$ cat src/rtl/stcg_pkg.sv
package stcg_pkg;

   localparam int MAX_CHARS_DEF = 64;

   localparam int CODE_W = 8;
   localparam int LEN_W  = 7;
   localparam int IDX_W  = 7;
   localparam int OFF_W  = 3;
   localparam int COL_W  = 3;
   localparam int POS_W  = 10;
   localparam int GLYPH_W = 6;

   localparam logic [COL_W-1:0] LAST_COL  = 3'd6;
   localparam logic [OFF_W-1:0] SLOT_LAST = 3'd6;
   localparam logic [OFF_W-1:0] FONT_COLS = 3'd5;

   localparam logic MODE_WRITE  = 1'b0;
   localparam logic MODE_RENDER = 1'b1;

   localparam logic [GLYPH_W-1:0] DIGIT_BASE = 6'd26;
   localparam logic [GLYPH_W-1:0] FONT_BLANK = 6'd36;
   localparam logic [GLYPH_W-1:0] FONT_BANG  = 6'd37;
   localparam logic [GLYPH_W-1:0] FONT_DASH  = 6'd38;

   typedef enum logic {
      ST_IDLE,
      ST_RUN
   } state_type;

   // five rows per glyph, top row first; bit 4 is the leftmost font column
   localparam logic [4:0] FONT [39][5] = '{
      '{5'h1E,5'h11,5'h1F,5'h11,5'h11}, '{5'h1E,5'h11,5'h1E,5'h11,5'h1F},
      '{5'h1F,5'h10,5'h10,5'h10,5'h1F}, '{5'h1E,5'h11,5'h11,5'h11,5'h1E},
      '{5'h1F,5'h10,5'h1E,5'h10,5'h1F}, '{5'h1F,5'h10,5'h1C,5'h10,5'h10},
      '{5'h1F,5'h10,5'h13,5'h11,5'h1F}, '{5'h11,5'h11,5'h1F,5'h11,5'h11},
      '{5'h0E,5'h04,5'h04,5'h04,5'h0E}, '{5'h1F,5'h02,5'h02,5'h12,5'h1E},
      '{5'h11,5'h12,5'h1C,5'h12,5'h11}, '{5'h10,5'h10,5'h10,5'h10,5'h1F},
      '{5'h11,5'h1B,5'h15,5'h11,5'h11}, '{5'h11,5'h19,5'h15,5'h13,5'h11},
      '{5'h1F,5'h11,5'h11,5'h11,5'h1F}, '{5'h1F,5'h11,5'h1F,5'h10,5'h10},
      '{5'h1E,5'h11,5'h11,5'h13,5'h1F}, '{5'h1F,5'h11,5'h1F,5'h14,5'h13},
      '{5'h1F,5'h10,5'h1F,5'h01,5'h1F}, '{5'h1F,5'h04,5'h04,5'h04,5'h04},
      '{5'h11,5'h11,5'h11,5'h11,5'h1F}, '{5'h11,5'h11,5'h11,5'h0A,5'h04},
      '{5'h11,5'h11,5'h15,5'h1B,5'h11}, '{5'h11,5'h0A,5'h04,5'h0A,5'h11},
      '{5'h11,5'h11,5'h1F,5'h04,5'h04}, '{5'h1F,5'h02,5'h04,5'h08,5'h1F},
      '{5'h1C,5'h14,5'h14,5'h14,5'h1C}, '{5'h08,5'h18,5'h08,5'h08,5'h1C},
      '{5'h1C,5'h04,5'h1C,5'h10,5'h1C}, '{5'h1C,5'h04,5'h1C,5'h04,5'h1C},
      '{5'h14,5'h14,5'h1C,5'h04,5'h04}, '{5'h1C,5'h10,5'h1C,5'h04,5'h1C},
      '{5'h1C,5'h10,5'h1C,5'h14,5'h1C}, '{5'h1C,5'h04,5'h04,5'h04,5'h04},
      '{5'h1C,5'h14,5'h1C,5'h14,5'h1C}, '{5'h1C,5'h14,5'h1C,5'h04,5'h04},
      '{5'h00,5'h00,5'h00,5'h00,5'h00}, '{5'h08,5'h08,5'h08,5'h00,5'h08},
      '{5'h00,5'h00,5'h1F,5'h00,5'h00}
   };

   function automatic logic [GLYPH_W-1:0] glyph_of(input logic [CODE_W-1:0] code);
      logic [CODE_W-1:0] diff;
      logic [GLYPH_W-1:0] g;
      g = FONT_BLANK;
      if (code >= 8'h41 && code <= 8'h5A) begin
         diff = code - 8'h41;
         g = diff[GLYPH_W-1:0];
      end else if (code >= 8'h30 && code <= 8'h39) begin
         diff = code - 8'h30;
         g = diff[GLYPH_W-1:0] + DIGIT_BASE;
      end else if (code == 8'h21) begin
         g = FONT_BANG;
      end else if (code == 8'h2D) begin
         g = FONT_DASH;
      end
      return g;
   endfunction

   // bit r of the result is row r of the glyph at the given font column
   function automatic logic [4:0] font_column(input logic [GLYPH_W-1:0] g,
                                              input logic [OFF_W-1:0] off);
      logic [4:0] res;
      logic [OFF_W-1:0] bit_sel;
      res = '0;
      bit_sel = 3'd4 - off;
      if (off < FONT_COLS) begin
         for (int r = 0; r < 5; r++) begin
            res[r] = FONT[g][r][bit_sel];
         end
      end
      return res;
   endfunction

endpackage

$ cat src/rtl/scrolling_text_column_generator_core.sv
// write item: stored in the text memory at the edge where it is accepted
// render item: columns pass s1, then the result register; one per cycle unless stalled
// a frame of seven columns occupies the core for the accept cycle and one issue cycle per
// column; a stalled result port holds the column pipeline in place
// synchronous reset clears control state and message_length; text store is not cleared
module scrolling_text_column_generator_core #(
   parameter int MAX_CHARS = stcg_pkg::MAX_CHARS_DEF
) (
   input  logic                        clock,
   input  logic                        reset,

   input  logic                        csr_wr_en,
   input  logic [stcg_pkg::LEN_W-1:0]  csr_wr_data,

   input  logic                        req_valid,
   output logic                        req_ready,
   input  logic                        req_mode,
   input  logic [5:0]                  req_char_slot,
   input  logic [stcg_pkg::CODE_W-1:0] req_char_code,
   input  logic signed [stcg_pkg::POS_W-1:0] req_scroll_position,

   output logic                        rsp_valid,
   input  logic                        rsp_ready,
   output logic [stcg_pkg::COL_W-1:0]  rsp_column_index,
   output logic [6:0]                  rsp_column_pixels,
   output logic                        rsp_last_column
);

   localparam int ADDR_W = (MAX_CHARS > 1) ? $clog2(MAX_CHARS) : 1;
   localparam int IDX_W  = stcg_pkg::IDX_W;
   localparam int OFF_W  = stcg_pkg::OFF_W;
   localparam int COL_W  = stcg_pkg::COL_W;

   stcg_pkg::state_type state_ff, state_in;

   logic [stcg_pkg::LEN_W-1:0] msg_len_ff;
   logic [COL_W-1:0]           col_ff, col_in;
   logic signed [10:0]         p_ff, p_in;
   logic [IDX_W-1:0]           idx_ff, idx_in;
   logic [OFF_W-1:0]           off_ff, off_in;

   logic                       s1_vld_ff, s1_vld_in;
   logic [COL_W-1:0]           s1_col_ff;
   logic [OFF_W-1:0]           s1_off_ff;
   logic                       s1_blank_ff;

   logic                       rsp_valid_ff, rsp_valid_in;
   logic [COL_W-1:0]           rsp_column_index_ff;
   logic [6:0]                 rsp_column_pixels_ff, rsp_column_pixels_in;
   logic                       rsp_last_column_ff;

   logic                       accept, render_acc, wr_en, advance, issue_en, issue;
   logic                       blank_now;
   logic [ADDR_W-1:0]          rd_addr;
   logic [stcg_pkg::CODE_W-1:0] rd_code;

   logic [8:0]                 pos9;
   logic [16:0]                prod;
   logic [IDX_W-1:0]           q_est, q_fix;
   logic [9:0]                 q7, rem_est, rem_adj;
   logic [OFF_W-1:0]           r_fix;
   logic [4:0]                 font_bits;

   assign accept     = req_valid && req_ready;
   assign render_acc = accept && (req_mode == stcg_pkg::MODE_RENDER);
   assign wr_en      = accept && (req_mode == stcg_pkg::MODE_WRITE)
                       && ({26'd0, req_char_slot} < 32'(MAX_CHARS));
   assign advance    = !rsp_valid_ff || rsp_ready;
   assign issue      = issue_en && advance;

   // start position / 7 by reciprocal multiply, low by at most one
   always_comb begin
      pos9    = req_scroll_position[8:0];
      prod    = {8'd0, pos9} * 17'd146;
      q_est   = prod[16:10];
      q7      = {q_est, 3'b000} - {3'b000, q_est};
      rem_est = {1'b0, pos9} - q7;
      rem_adj = rem_est - 10'd7;
      if (rem_est >= 10'd7) begin
         q_fix = q_est + 7'd1;
         r_fix = rem_adj[OFF_W-1:0];
      end else begin
         q_fix = q_est;
         r_fix = rem_est[OFF_W-1:0];
      end
   end

   assign blank_now = p_ff[10] || (off_ff >= stcg_pkg::FONT_COLS)
                      || ({25'd0, idx_ff} >= {25'd0, msg_len_ff})
                      || ({25'd0, idx_ff} >= 32'(MAX_CHARS));
   assign rd_addr   = blank_now ? '0 : ADDR_W'(idx_ff);

   // fsm next state
   always_comb begin
      state_in = state_ff;
      unique case (state_ff)
         stcg_pkg::ST_IDLE: begin
            if (render_acc) state_in = stcg_pkg::ST_RUN;
         end
         stcg_pkg::ST_RUN: begin
            if (issue && col_ff == stcg_pkg::LAST_COL) state_in = stcg_pkg::ST_IDLE;
         end
         default: state_in = stcg_pkg::ST_IDLE;
      endcase
   end

   // fsm outputs
   always_comb begin
      req_ready = 1'b0;
      issue_en  = 1'b0;
      unique case (state_ff)
         stcg_pkg::ST_IDLE: req_ready = 1'b1;
         stcg_pkg::ST_RUN:  issue_en  = 1'b1;
         default: ;
      endcase
   end

   // column walk
   always_comb begin
      col_in = col_ff;
      p_in   = p_ff;
      idx_in = idx_ff;
      off_in = off_ff;
      if (render_acc) begin
         col_in = '0;
         p_in   = {req_scroll_position[9], req_scroll_position};
         if (req_scroll_position[9]) begin
            idx_in = '0;
            off_in = '0;
         end else begin
            idx_in = q_fix;
            off_in = r_fix;
         end
      end else if (issue) begin
         col_in = (col_ff == stcg_pkg::LAST_COL) ? '0 : col_ff + 3'd1;
         p_in   = p_ff + 11'sd1;
         // negative positions hold at character zero, column zero
         if (!p_ff[10]) begin
            if (off_ff == stcg_pkg::SLOT_LAST) begin
               off_in = '0;
               idx_in = idx_ff + 7'd1;
            end else begin
               off_in = off_ff + 3'd1;
            end
         end
      end
   end

   always_comb begin
      s1_vld_in            = s1_vld_ff;
      rsp_valid_in         = rsp_valid_ff;
      font_bits            = stcg_pkg::font_column(stcg_pkg::glyph_of(rd_code), s1_off_ff);
      rsp_column_pixels_in = s1_blank_ff ? 7'd0 : {1'b0, font_bits, 1'b0};
      if (advance) begin
         s1_vld_in    = issue;
         rsp_valid_in = s1_vld_ff;
      end
   end

   always_ff @(posedge clock) begin
      if (reset) begin
         state_ff     <= stcg_pkg::ST_IDLE;
         msg_len_ff   <= '0;
         col_ff       <= '0;
         s1_vld_ff    <= 1'b0;
         rsp_valid_ff <= 1'b0;
      end else begin
         state_ff     <= state_in;
         col_ff       <= col_in;
         s1_vld_ff    <= s1_vld_in;
         rsp_valid_ff <= rsp_valid_in;
         if (csr_wr_en) msg_len_ff <= csr_wr_data;
      end
   end

   always_ff @(posedge clock) begin
      p_ff   <= p_in;
      idx_ff <= idx_in;
      off_ff <= off_in;
      if (advance) begin
         s1_col_ff            <= col_ff;
         s1_off_ff            <= off_ff;
         s1_blank_ff          <= blank_now;
         rsp_column_index_ff  <= s1_col_ff;
         rsp_column_pixels_ff <= rsp_column_pixels_in;
         rsp_last_column_ff   <= (s1_col_ff == stcg_pkg::LAST_COL);
      end
   end

   // read data register holds while the output stalls
   stcg_ram #(
      .WIDTH (stcg_pkg::CODE_W),
      .DEPTH (MAX_CHARS)
   ) u_text_ram (
      .clock   (clock),
      .wr_en   (wr_en),
      .wr_addr (ADDR_W'(req_char_slot)),
      .wr_data (req_char_code),
      .rd_en   (advance),
      .rd_addr (rd_addr),
      .rd_data (rd_code)
   );

   assign rsp_valid         = rsp_valid_ff;
   assign rsp_column_index  = rsp_column_index_ff;
   assign rsp_column_pixels = rsp_column_pixels_ff;
   assign rsp_last_column   = rsp_last_column_ff;

   a_render_start: assert property (@(posedge clock) disable iff (reset)
      render_acc |=> (state_ff == stcg_pkg::ST_RUN && col_ff == '0))
      else $error("render item did not start a frame at column zero");

   a_last_is_six: assert property (@(posedge clock) disable iff (reset)
      (rsp_valid_ff && rsp_last_column_ff) |-> (rsp_column_index_ff == stcg_pkg::LAST_COL))
      else $error("last column flag on wrong column");

   a_lit_in_font: assert property (@(posedge clock) disable iff (reset)
      (s1_vld_ff && !s1_blank_ff) |-> (s1_off_ff < stcg_pkg::FONT_COLS))
      else $error("non-blank column outside the font");

   a_idle_col: assert property (@(posedge clock) disable iff (reset)
      (state_ff == stcg_pkg::ST_IDLE) |-> (col_ff == '0))
      else $error("column counter not at zero while idle");

endmodule

$ cat src/rtl/stcg_ram.sv
module stcg_ram #(
   parameter int WIDTH = 8,
   parameter int DEPTH = 64,
   localparam int ADDR_W = (DEPTH > 1) ? $clog2(DEPTH) : 1
) (
   input  logic              clock,
   input  logic              wr_en,
   input  logic [ADDR_W-1:0] wr_addr,
   input  logic [WIDTH-1:0]  wr_data,
   input  logic              rd_en,
   input  logic [ADDR_W-1:0] rd_addr,
   output logic [WIDTH-1:0]  rd_data
);

   logic [WIDTH-1:0] mem_ff [DEPTH];
   logic [WIDTH-1:0] rd_data_ff;

   always_ff @(posedge clock) begin
      if (wr_en) begin
         mem_ff[wr_addr] <= wr_data;
      end
      if (rd_en) begin
         rd_data_ff <= mem_ff[rd_addr];
      end
   end

   assign rd_data = rd_data_ff;

endmodule

$ cat config.mk
export PLATFORM = sky130hd
export DESIGN_NAME = scrolling_text_column_generator_core
export DESIGN_NICKNAME = d
export VERILOG_FILES = /design/src/rtl/stcg_pkg.sv /design/src/rtl/scrolling_text_column_generator_core.sv /design/src/rtl/stcg_ram.sv
export SDC_FILE = /design/constraint.sdc
export NUM_CORES = 1
export LEC_CHECK = 0
export ABC_AREA = 1
export CORE_UTILIZATION = 54
export CTS_CLUSTER_SIZE = 20
export DETAILED_ROUTE_END_ITERATION = 10
export DONT_BUFFER_PORTS = 1
export PLACE_DENSITY = 0.65
export SYNTH_ARGS = -nofsm -noshare
export SYNTH_HDL_FRONTEND = slang
export SYNTH_HIERARCHICAL = 1
export SYNTH_SLANG_ARGS = --single-unit
$ cat constraint.sdc
create_clock -name clock -period 6.7 [get_ports clock]
set_clock_uncertainty 0.05 [all_clocks]
set_input_delay 0.67 -clock clock [delete_from_list [all_inputs] [get_ports clock]]
set_output_delay 0.67 -clock clock [all_outputs]
set_load 0.05 [all_outputs]
==> results of run 1 <==
==> flip-flops by register name, indices dropped and copies added (netlist names), 3 cells and up <==
register            count
col_ff                  3
idx_ff                  7
msg_len_ff              7
off_ff                  3
p_ff                   11
rsp_column_index        3
rsp_column_pixels       5
s1_col_ff               3
s1_off_ff               3
u_text_ram/mem_ff     512
u_text_ram/rd_data      8
==> path summary, 6_finish.rpt <==
path,start,end,slack (ns),cells past startpoint
setup reg to reg,idx_ff[0],u_text_ram/rd_data[1],2.26,18
hold / removal,req_char_code[0],u_text_ram/mem_ff[25][0],0.07,0
setup / recovery,req_scroll_position[2],off_ff[1],1.05,22
hold reg to reg,s1_col_ff[0],rsp_column_index[0],0.39,0
==> layout make-up <==
type / instances / area, um2
fill: 4144 / 20000
sequential: 570 / 17000
multi-input combinational: 1774 / 8540
clock buffer: 67 / 1490
tap: 664 / 831
clock inverter: 40 / 524
inverter: 130 / 495
timing repair buffer: 23 / 198
==> cell families (layout without fill, tap and decap cells) <==
group / Yosys count / in the layout / share of synthesized area
adders and majority gates: 74 / 74 / 0.0358
xor gates and xnor gates: 18 / 18 / 0.00586
other: 1 / 2 / 0.000139
and+or+nand+nor: 1538 / 1538 / 0.244
DFF: 570 / 570 / 0.631
buffers and inverters: 262 / 260 / 0.0529
AOI/OAI and AO/OA: 142 / 142 / 0.0300
==> layer usage <==
metal | wire length [um] | up-vias | share of wire
li1 | - | 8915 | -
met1 | 27000 | 8922 | 0.42
met2 | 31200 | 670 | 0.48
met3 | 4450 | 121 | 0.069
met4 | 1940 | 2 | 0.030
met5 | 8 | - | 0.00012
==> layout by cell type, fill, tap and decap left out, types with 11 or more instances in the layout <==
cell,count
inv_1,116
xor2_1,11
nor2_1,112
o21ai_1,11
a21oi_1,50
bufinv_16,11
dfxtp_1,13
o211ai_1,14
clkinv_1,15
o21ai_0,43
nand2_1,863
buf_4,21
clkbuf_16,58
edfxtp_1,557
ha_1,69
nand3_1,493
nand4_1,25
==> through the flow <==
stage	total power, W	area, um2
floorplan	0.00499	26900
global placement	0.00522	27100
detailed placement	0.00524	27100
CTS	0.00861	29100
global route	0.00890	29100
finish	0.00856	29100
==> worst max-delay path, delay by kind of cell <==
kind / cells / cell delay (ns)
AO/OA/AOI/OAI: 7 / 1.30
adder cells (fa/ha/maj): 6 / 2.28
AND/OR/NAND/NOR: 4 / 1.00
buffers and inverters: 4 / 0.23
XOR/XNOR: 1 / 0.43
==> power by group <==
| group | switching [W] | internal [W] |
|---|---|---|
| clock | 0.00137 | 0.00201 |
| combinational | 0.000788 | 0.000391 |
| sequential | 0.0000406 | 0.00396 |
==> flow_summary.yaml, run 1 <==
route:
  drt.antenna.violating_nets: 0
  drtIter0Drc: 1701
  drc: 0
  wl_per_cell_um: 19.7
  vias_per_cell: 5.70
  drtPass1Iterations: 6
  num_vias: 18600
  drt-total-wl_mm: 64.5
sta:
  period_needed_ns: 5.65
  fin_crit_sh: 0.843
  finalHoldViolations: 0
  setup_violations: 0
  tightest_slew_ns: 1.05
  rsz0062_at_grt: "false"
  drv_slew: 0
  fin_ws_ns: 1.05
  tns_ns: 0
  slew_headroom: 0.302
  fmax_mhz: 177
  holdWs_ns: 0.0691
global_routing:
  grt_use_met1: 0.345
  grt.overflow.total: 0
  grt_util_met2: 0.435
  top_usage_layer: "met2"
  antenna_found_initial: 1
  met3_usage: 0.0434
  grt_pass1_wl_mm: 101
  grt_pass1_vias: 17900
  grt_max_degree: 182
  grt_usage: 0.261
worst_setup_path:
  startpoint_type: "input port"
  slowest_stage: "fa_1"
  cp.arrival_ns: 5.94
  crit_type: "input port to flip-flop"
  path_cells: "ha_1 -> ha_1 -> inv_1 -> fa_1 -> inv_1 -> ha_1 -> nand2_1 -> inv_1 -> o21ai_1 -> nand3_1 -> a31oi_2 -> xor2_1 -> fa_1 -> ha_1 -> inv_1 -> o21bai_1 -> a221oi_1 -> a21oi_1 -> nor3_1 -> nand3_2 -> o211ai_1 -> o21ai_0"
  crit_fanout: 17
  required_ns: 6.99
  setup.worst_path.end_class: "flip-flop"
  slowest_delay_ns: 0.50
clock_tree:
  post_cts_buffers: 0
  cts_resized: 0
  insertion_delay_ns: 0.63
  cts-root-buf: "clkbuf_16"
  clk_pin_slew_ns: 0.06
  cts_sinks: 570
  hold_buffers: 0
  cts_made_buffers: 58
  h-tree-depth: 2
  cts.path.max_buffers: 3
  cts_tree: "done"
outcome:
  status: "finished clean"
floorplanning:
  coreArea_um2: 49100
  start_util: 0.549
  dieArea_um2: 50800
  io_pins: 50
  fp.dieH_um: 225
  rows: 81
  die_x_um: 225
logic_synthesis:
  yosysMostFrequentCell: "nand2_1"
  synth_common_cells: "nand2_1 (863), edfxtp_1 (557), nand3_1 (493), inv_1 (117), nor2_1 (116)"
  yosys_warnings: 6
  syn_area_per_cell_um2: 10.3
  syn_inst: 2605
  ys_ff_latch: 570
  yosys.area.top_type_share: 0.621
  synth_area_um2: 26900
  postSynth.asyncResetShare: 0
  seq_area_frac_synth: 0.631
  ys_types: 50
  synthTopCellsByArea: "edfxtp_1 (62%), nand2_1 (12%), nand3_1 (9.2%)"
  synth_largest_area_cell: "edfxtp_1"
  synth-main-ff-cell: "edfxtp_1"
  synth_edf_count: 557
power:
  p_leak_nw: 11.0
  irDropWorstVdd_mv: 0.275
  pwr_density_cell_nw_per_um2: 294
run:
  drv_cap: 0
finish:
  area_growth_pct: 7.94
  n_antenna_cell: 0
  fin_nets: 2668
  drive_above_1_share: 0.0561
  fin_util: 0.592
  final_cells: 3268
placement:
  gp_congestion: 0.909
  numPortBuffers: 0
  dp_cells: 3161
  place_ws_ns: 0.432
  dp_hpwl_mm: 38.5
worst_hold_path:
  hp-class: "input port to flip-flop"
(Power assumes the default switching activity.)
==> run 2, diff against run 1 <==
Settings changed: PLACE_DENSITY 0.65 to 0.68.
Clock period 6.7 ns to 4.7 ns, I/O delays scaled along.
==> run 2 against run 1 <==
Sequential share of layout area decreased by 1.9 points. Sequential power increased by 43%. Highest routed layer is now met4. Combinational power increased by 100%. Largest power group unchanged. Sequential cell count unchanged. Utilization increased by 2.0 points. Wire length increased by 1.8%. First-iteration DRC count increased by 14%. Critical path depth increased by 1. Die area unchanged.
==> flow_summary.yaml, run 2 (same netlist as run 1, synthesis figures left out) <==
worst_setup_path:
  cp.arrival_ns: 4.80
  startpoint_type: "input port"
  required_ns: 5.01
  slowest_delay_ns: 0.52
  path_cells: "ha_4 -> ha_4 -> inv_2 -> fa_2 -> inv_2 -> ha_4 -> a21o_1 -> a21boi_1 -> nand2_1 -> or2_4 -> and2_1 -> fa_1 -> ha_4 -> nand2_1 -> o211ai_1 -> nand4_1 -> nand3_1 -> nand2_1 -> nor3_4 -> buf_12 -> nand3_4 -> o211ai_1 -> o21ai_1"
  slowest_stage: "fa_2"
  crit_fanout: 5
  setup.worst_path.end_class: "flip-flop"
  cp_common_cell: "ha_4"
  crit_type: "input port to flip-flop"
clock_tree:
  clk_pin_slew_ns: 0.06
  cts-root-buf: "clkbuf_16"
  h-tree-depth: 2
  cts_sinks: 570
  insertion_delay_ns: 0.61
  cts_tree: "done"
  cts_made_buffers: 57
  cts.path.max_buffers: 3
placement:
  numPortBuffers: 0
  dp_hpwl_mm: 40.1
  gp_congestion: 0.892
  place_area_um2: 27800
finish:
  layout.area.seq_um2: 17000
  top_register: "u_text_ram/mem_ff"
  fin_nets: 2756
  final_common_cell: "nand2_1"
  fin_util: 0.613
  multiInputGateArea_um2: 8820
  largest_reg_flops: 512
  stdcell_area_um2: 30100
  drive_above_1_share: 0.0962
  nFillCells: 4000
  final_cell_mix: "nand2_1 (860), edfxtp_1 (557), nand3_1 (490), nor2_1 (112), inv_1 (110)"
  area_growth_pct: 11.6
  n_antenna_cell: 0
floorplanning:
  die_x_um: 225
  fp.dieH_um: 225
  start_util: 0.549
  io_pins: 50
  rows: 81
  dieArea_um2: 50800
  coreArea_um2: 49100
power:
  irDropWorstVdd_mv: 0.304
  p_leak_nw: 11.4
  pwr_density_cell_nw_per_um2: 415
worst_hold_path:
  hp-class: "input port to flip-flop"
global_routing:
  grt_pass1_wl_mm: 102
  grt_pass1_vias: 18200
  grt_usage: 0.261
  grt_max_degree: 137
  antenna_found_initial: 0
  grt.overflow.total: 0
route:
  drt.antenna.violating_nets: 0
  drtIter0Drc: 1942
  num_vias: 19100
  vias_per_cell: 5.69
  drc: 0
  wl_per_cell_um: 19.6
  drtPass1Iterations: 6
  drt-total-wl_mm: 65.7
sta:
  period_needed_ns: 4.50
  tns_ns: 0
  finalHoldViolations: 0
  rsz0062_at_grt: "true"
  fin_crit_sh: 0.956
  tightest_slew_ns: 1.04
  fmax_mhz: 222
  drv_slew: 0
  holdWs_ns: 0.0313
  setup_violations: 0
  slew_headroom: 0.306
outcome:
  status: "finished clean"
run:
  drv_cap: 0
-- run 2: changes by cell type in the layout (fill, tap and decap cells not counted), sizes merged --
cell         change
buf             +78
bufinv           -8
clkbuf           +4
dlygate4sd3      +9
inv              +2
nand3            +2
-- run 2: per-stage QoR --
step / std cells / worst slack [ns] / power [W]
floorplan: 2606 / -0.337 / 0.00725
global placement: 3227 / -0.488 / 0.00784
detailed placement: 3227 / -0.601 / 0.00787
CTS: 3349 / 0.0366 / 0.0123
global route: 3355 / -0.0310 / 0.0130
finish: 3355 / 0.205 / 0.0125
-- run 2: power breakdown --
part           switching (W)  leakage, nW  internal, W
registers          0.0000588         5.18      0.00564
clock network        0.00190        0.877      0.00247
logic                0.00143         5.35     0.000976
total                0.00339         11.4      0.00909
-- run 2: repair_timing --
item	CTS	global route
resized for setup	0	19
hold endpoints to repair	522	0
hold buffers	17	0
setup endpoints to repair	0	10
buffers inserted	0	4
-- run 2: final timing paths --
kind                            slack [ns]                    from  cells past startpoint                     to
worst max-delay path                  0.20  req_scroll_position[5]                     23              off_ff[1]
worst min-delay path                  0.03          csr_wr_data[5]                      2          msg_len_ff[5]
worst max register to register        0.64               idx_ff[0]                     19  u_text_ram/rd_data[5]
worst min register to register        0.40            s1_col_ff[2]                      0    rsp_column_index[2]
-- run 2: layer usage --
metal / GRT usage / share of wire / up-vias
li1: - / - / 9114
met4: 0.0840 / 0.025 / 0
met1: 0.375 / 0.44 / 9185
met2: 0.414 / 0.47 / 657
met3: 0.0359 / 0.068 / 133
met5: 0 / 0 / -
-- run 2: final cells by class --
class                   instances  share of cell area
repair buffers                110              0.0373
inverters                     130              0.0165
well taps                     664              0.0276
clock inverters                34             0.00899
flip-flops and latches        570               0.565
clock buffers                  71              0.0509
multi-input cells            1776               0.294
-- run 2: worst max-delay path: cells and delay by family --
kind / cells / cell delay (ns)
compound gates: 5 / 0.87
simple gates: 9 / 1.25
buf+inv: 3 / 0.21
fa+ha+maj: 6 / 1.98
==> run 3, diff against run 2 <==
Settings changed: CORE_MARGIN from default to 4.
==> run 3 against run 2 <==
Cell count is essentially flat. Worst hold slack better by 0.0017 ns. Critical endpoint is now off_ff[2]. Combinational power hardly changed. Clock power rose by 2%. Largest power group unchanged. Via count is 0.14% lower. Highest routed layer unchanged. Largest cell class unchanged.
==> flow_summary.yaml, run 3 (same netlist as run 1, synthesis figures left out) <==
power:
  pwr_density_cell_nw_per_um2: 418
  finalPower_w: 0.0126
  irDropWorstVdd_mv: 0.339
  p_leak_nw: 11.4
finish:
  final_cell_mix: "nand2_1 (860), edfxtp_1 (557), nand3_1 (491), nor2_1 (112), inv_1 (110)"
  drive_above_1_share: 0.0933
  n_antenna_cell: 0
  area_growth_pct: 11.6
  nFillCells: 3958
  largest_reg_flops: 512
  fin_util: 0.611
  top_register: "u_text_ram/mem_ff"
  fin_nets: 2757
  final_common_cell: "nand2_1"
worst_setup_path:
  required_ns: 5.01
  r2r_setup_slack_ns: 0.52
  crit_fanout: 4
  cp-endpoint: "off_ff[2]"
  critical-path-top-delay-family: "adder cells"
  slowest_stage: "fa_2"
  crit_start: "req_scroll_position[5]"
  timing.rr.start: "idx_ff[0]"
  cp.arrival_ns: 4.82
  startpoint_type: "input port"
  setup.worst_path.end_class: "flip-flop"
  r2r-end: "u_text_ram/rd_data[3]"
  crit_type: "input port to flip-flop"
  slowest_delay_ns: 0.52
  path_buf_inv: 4
  path_depth: 24
  reg2regPathDepth: 18
  path_cells: "ha_4 -> ha_4 -> inv_2 -> fa_2 -> inv_2 -> ha_4 -> nand2_1 -> nor2_1 -> nand2_1 -> nand3_2 -> buf_4 -> xor2_2 -> inv_1 -> fa_1 -> ha_4 -> nand2_1 -> o211ai_1 -> nand4_1 -> nand3_1 -> nand2_1 -> nor3_4 -> nand3_2 -> a21oi_1 -> o22ai_1"
worst_hold_path:
  hp-class: "input port to flip-flop"
floorplanning:
  start_util: 0.548
  io_pins: 50
  fp.dieH_um: 231
  rows: 81
  coreArea_um2: 49200
  die_x_um: 231
  dieArea_um2: 53500
clock_tree:
  cts_tree: "done"
  h-tree-depth: 2
  cts-root-buf: "clkbuf_16"
  cts.path.max_buffers: 3
  clk_pin_slew_ns: 0.06
  cts_made_buffers: 58
  insertion_delay_ns: 0.63
  cts_sinks: 570
sta:
  drv_slew: 0
  fin_crit_sh: 0.959
  tightest_slew_ns: 1.01
  fmax_mhz: 222
  finalHoldViolations: 0
  rsz0062_at_grt: "true"
  setup_violations: 0
  period_needed_ns: 4.51
  holdWs_ns: 0.0330
  slew_headroom: 0.327
route:
  drc: 0
  drt.antenna.violating_nets: 0
  vias_per_cell: 5.68
  drtPass1Iterations: 6
  wl_per_cell_um: 19.7
  drtIter0Drc: 2257
  num_vias: 19100
  drt-total-wl_mm: 66.2
global_routing:
  grt.overflow.total: 0
  grt_pass1_vias: 18300
  grt_usage: 0.245
  grt_pass1_wl_mm: 103
  grt_max_degree: 129
  antenna_found_initial: 0
outcome:
  status: "finished clean"
run:
  drv_cap: 0
placement:
  numPortBuffers: 0
  dp_hpwl_mm: 39.8
  gp_congestion: 0.966
## run 3: cell count changes in the layout (fill, tap and decap cells not counted), sizes merged, moves of 2 or more
| cell | before | now |
|---|---|---|
| clkbuf | 71 | 69 |
| inv | 130 | 127 |
| clkinvlp | 4 | 0 |
| bufinv | 3 | 5 |
| clkinv | 27 | 33 |
## run 3: metrics by stage
| stage | TNS [ns] | setup slack [ns] | std cells | instance area (um2) |
|---|---|---|---|---|
| finish | 0 | 0.191 | 3354 | 30100 |
| detailed placement | -5.26 | -0.624 | 3223 | 27700 |
| global route | -0.177 | -0.0332 | 3354 | 30100 |
| global placement | -4.19 | -0.479 | 3223 | 27700 |
| floorplan | -2.48 | -0.337 | 2606 | 27100 |
| CTS | 0 | 0.0370 | 3343 | 29900 |
## run 3: final cells by class
cell class	instances	area, um2	share of cell area
repair buffers	110	1080	0.0360
flip-flops and latches	570	17000	0.565
inverters	130	495	0.0165
well taps	664	831	0.0276
clock inverters	35	344	0.0114
clock buffers	69	1510	0.0504
multi-input cells	1776	8800	0.293
## run 3: worst reg2reg max path, stage by stage, from the launching register on
cell	delay, ns
edfxtp_1	0.44
inv_1	0.19
ha_1	0.26
o21a_1	0.19
o21a_1	0.16
o21ai_0	0.14
nand2_1	0.08
a21oi_1	0.15
o211ai_1	0.17
buf_4	0.23
nor2_4	0.22
buf_12	0.51
nand3_1	0.35
nand3_1	0.17
nand2_1	0.07
nand2_1	0.06
nand3_1	0.24
nand3_1	0.17
nand2_1	0.08
## run 3: worst min-delay path by stage
stage	startpoint	cells after the start	to
after floorplan	s1_col_ff[1]	0	rsp_column_index[1]
after global placement	s1_col_ff[2]	0	rsp_column_index[2]
after detailed placement	s1_col_ff[1]	0	rsp_column_index[1]
after CTS	csr_wr_data[6]	2	msg_len_ff[6]
after global routing	rsp_ready	3	s1_vld_ff
final	csr_wr_data[1]	2	msg_len_ff[1]
## run 3: what timing repair did
action                                  CTS  global route
resized for setup                         0            17
endpoints found under the setup margin    0            10
endpoints found under the hold margin   521             0
buffers inserted                          0             9
hold buffers                             16             0
## run 3: layer usage
layer,vias up,track usage,routed length [um]
met3,116,0.0417,5260
met1,9121,0.357,28600
met4,0,0.0797,2040
met2,719,0.380,30300
li1,9106,-,-
met5,-,0,0
## run 3: power by group
group	internal (W)	switching (W)
clock	0.00257	0.00190
combinational	0.000957	0.00144
sequential	0.00564	0.0000584
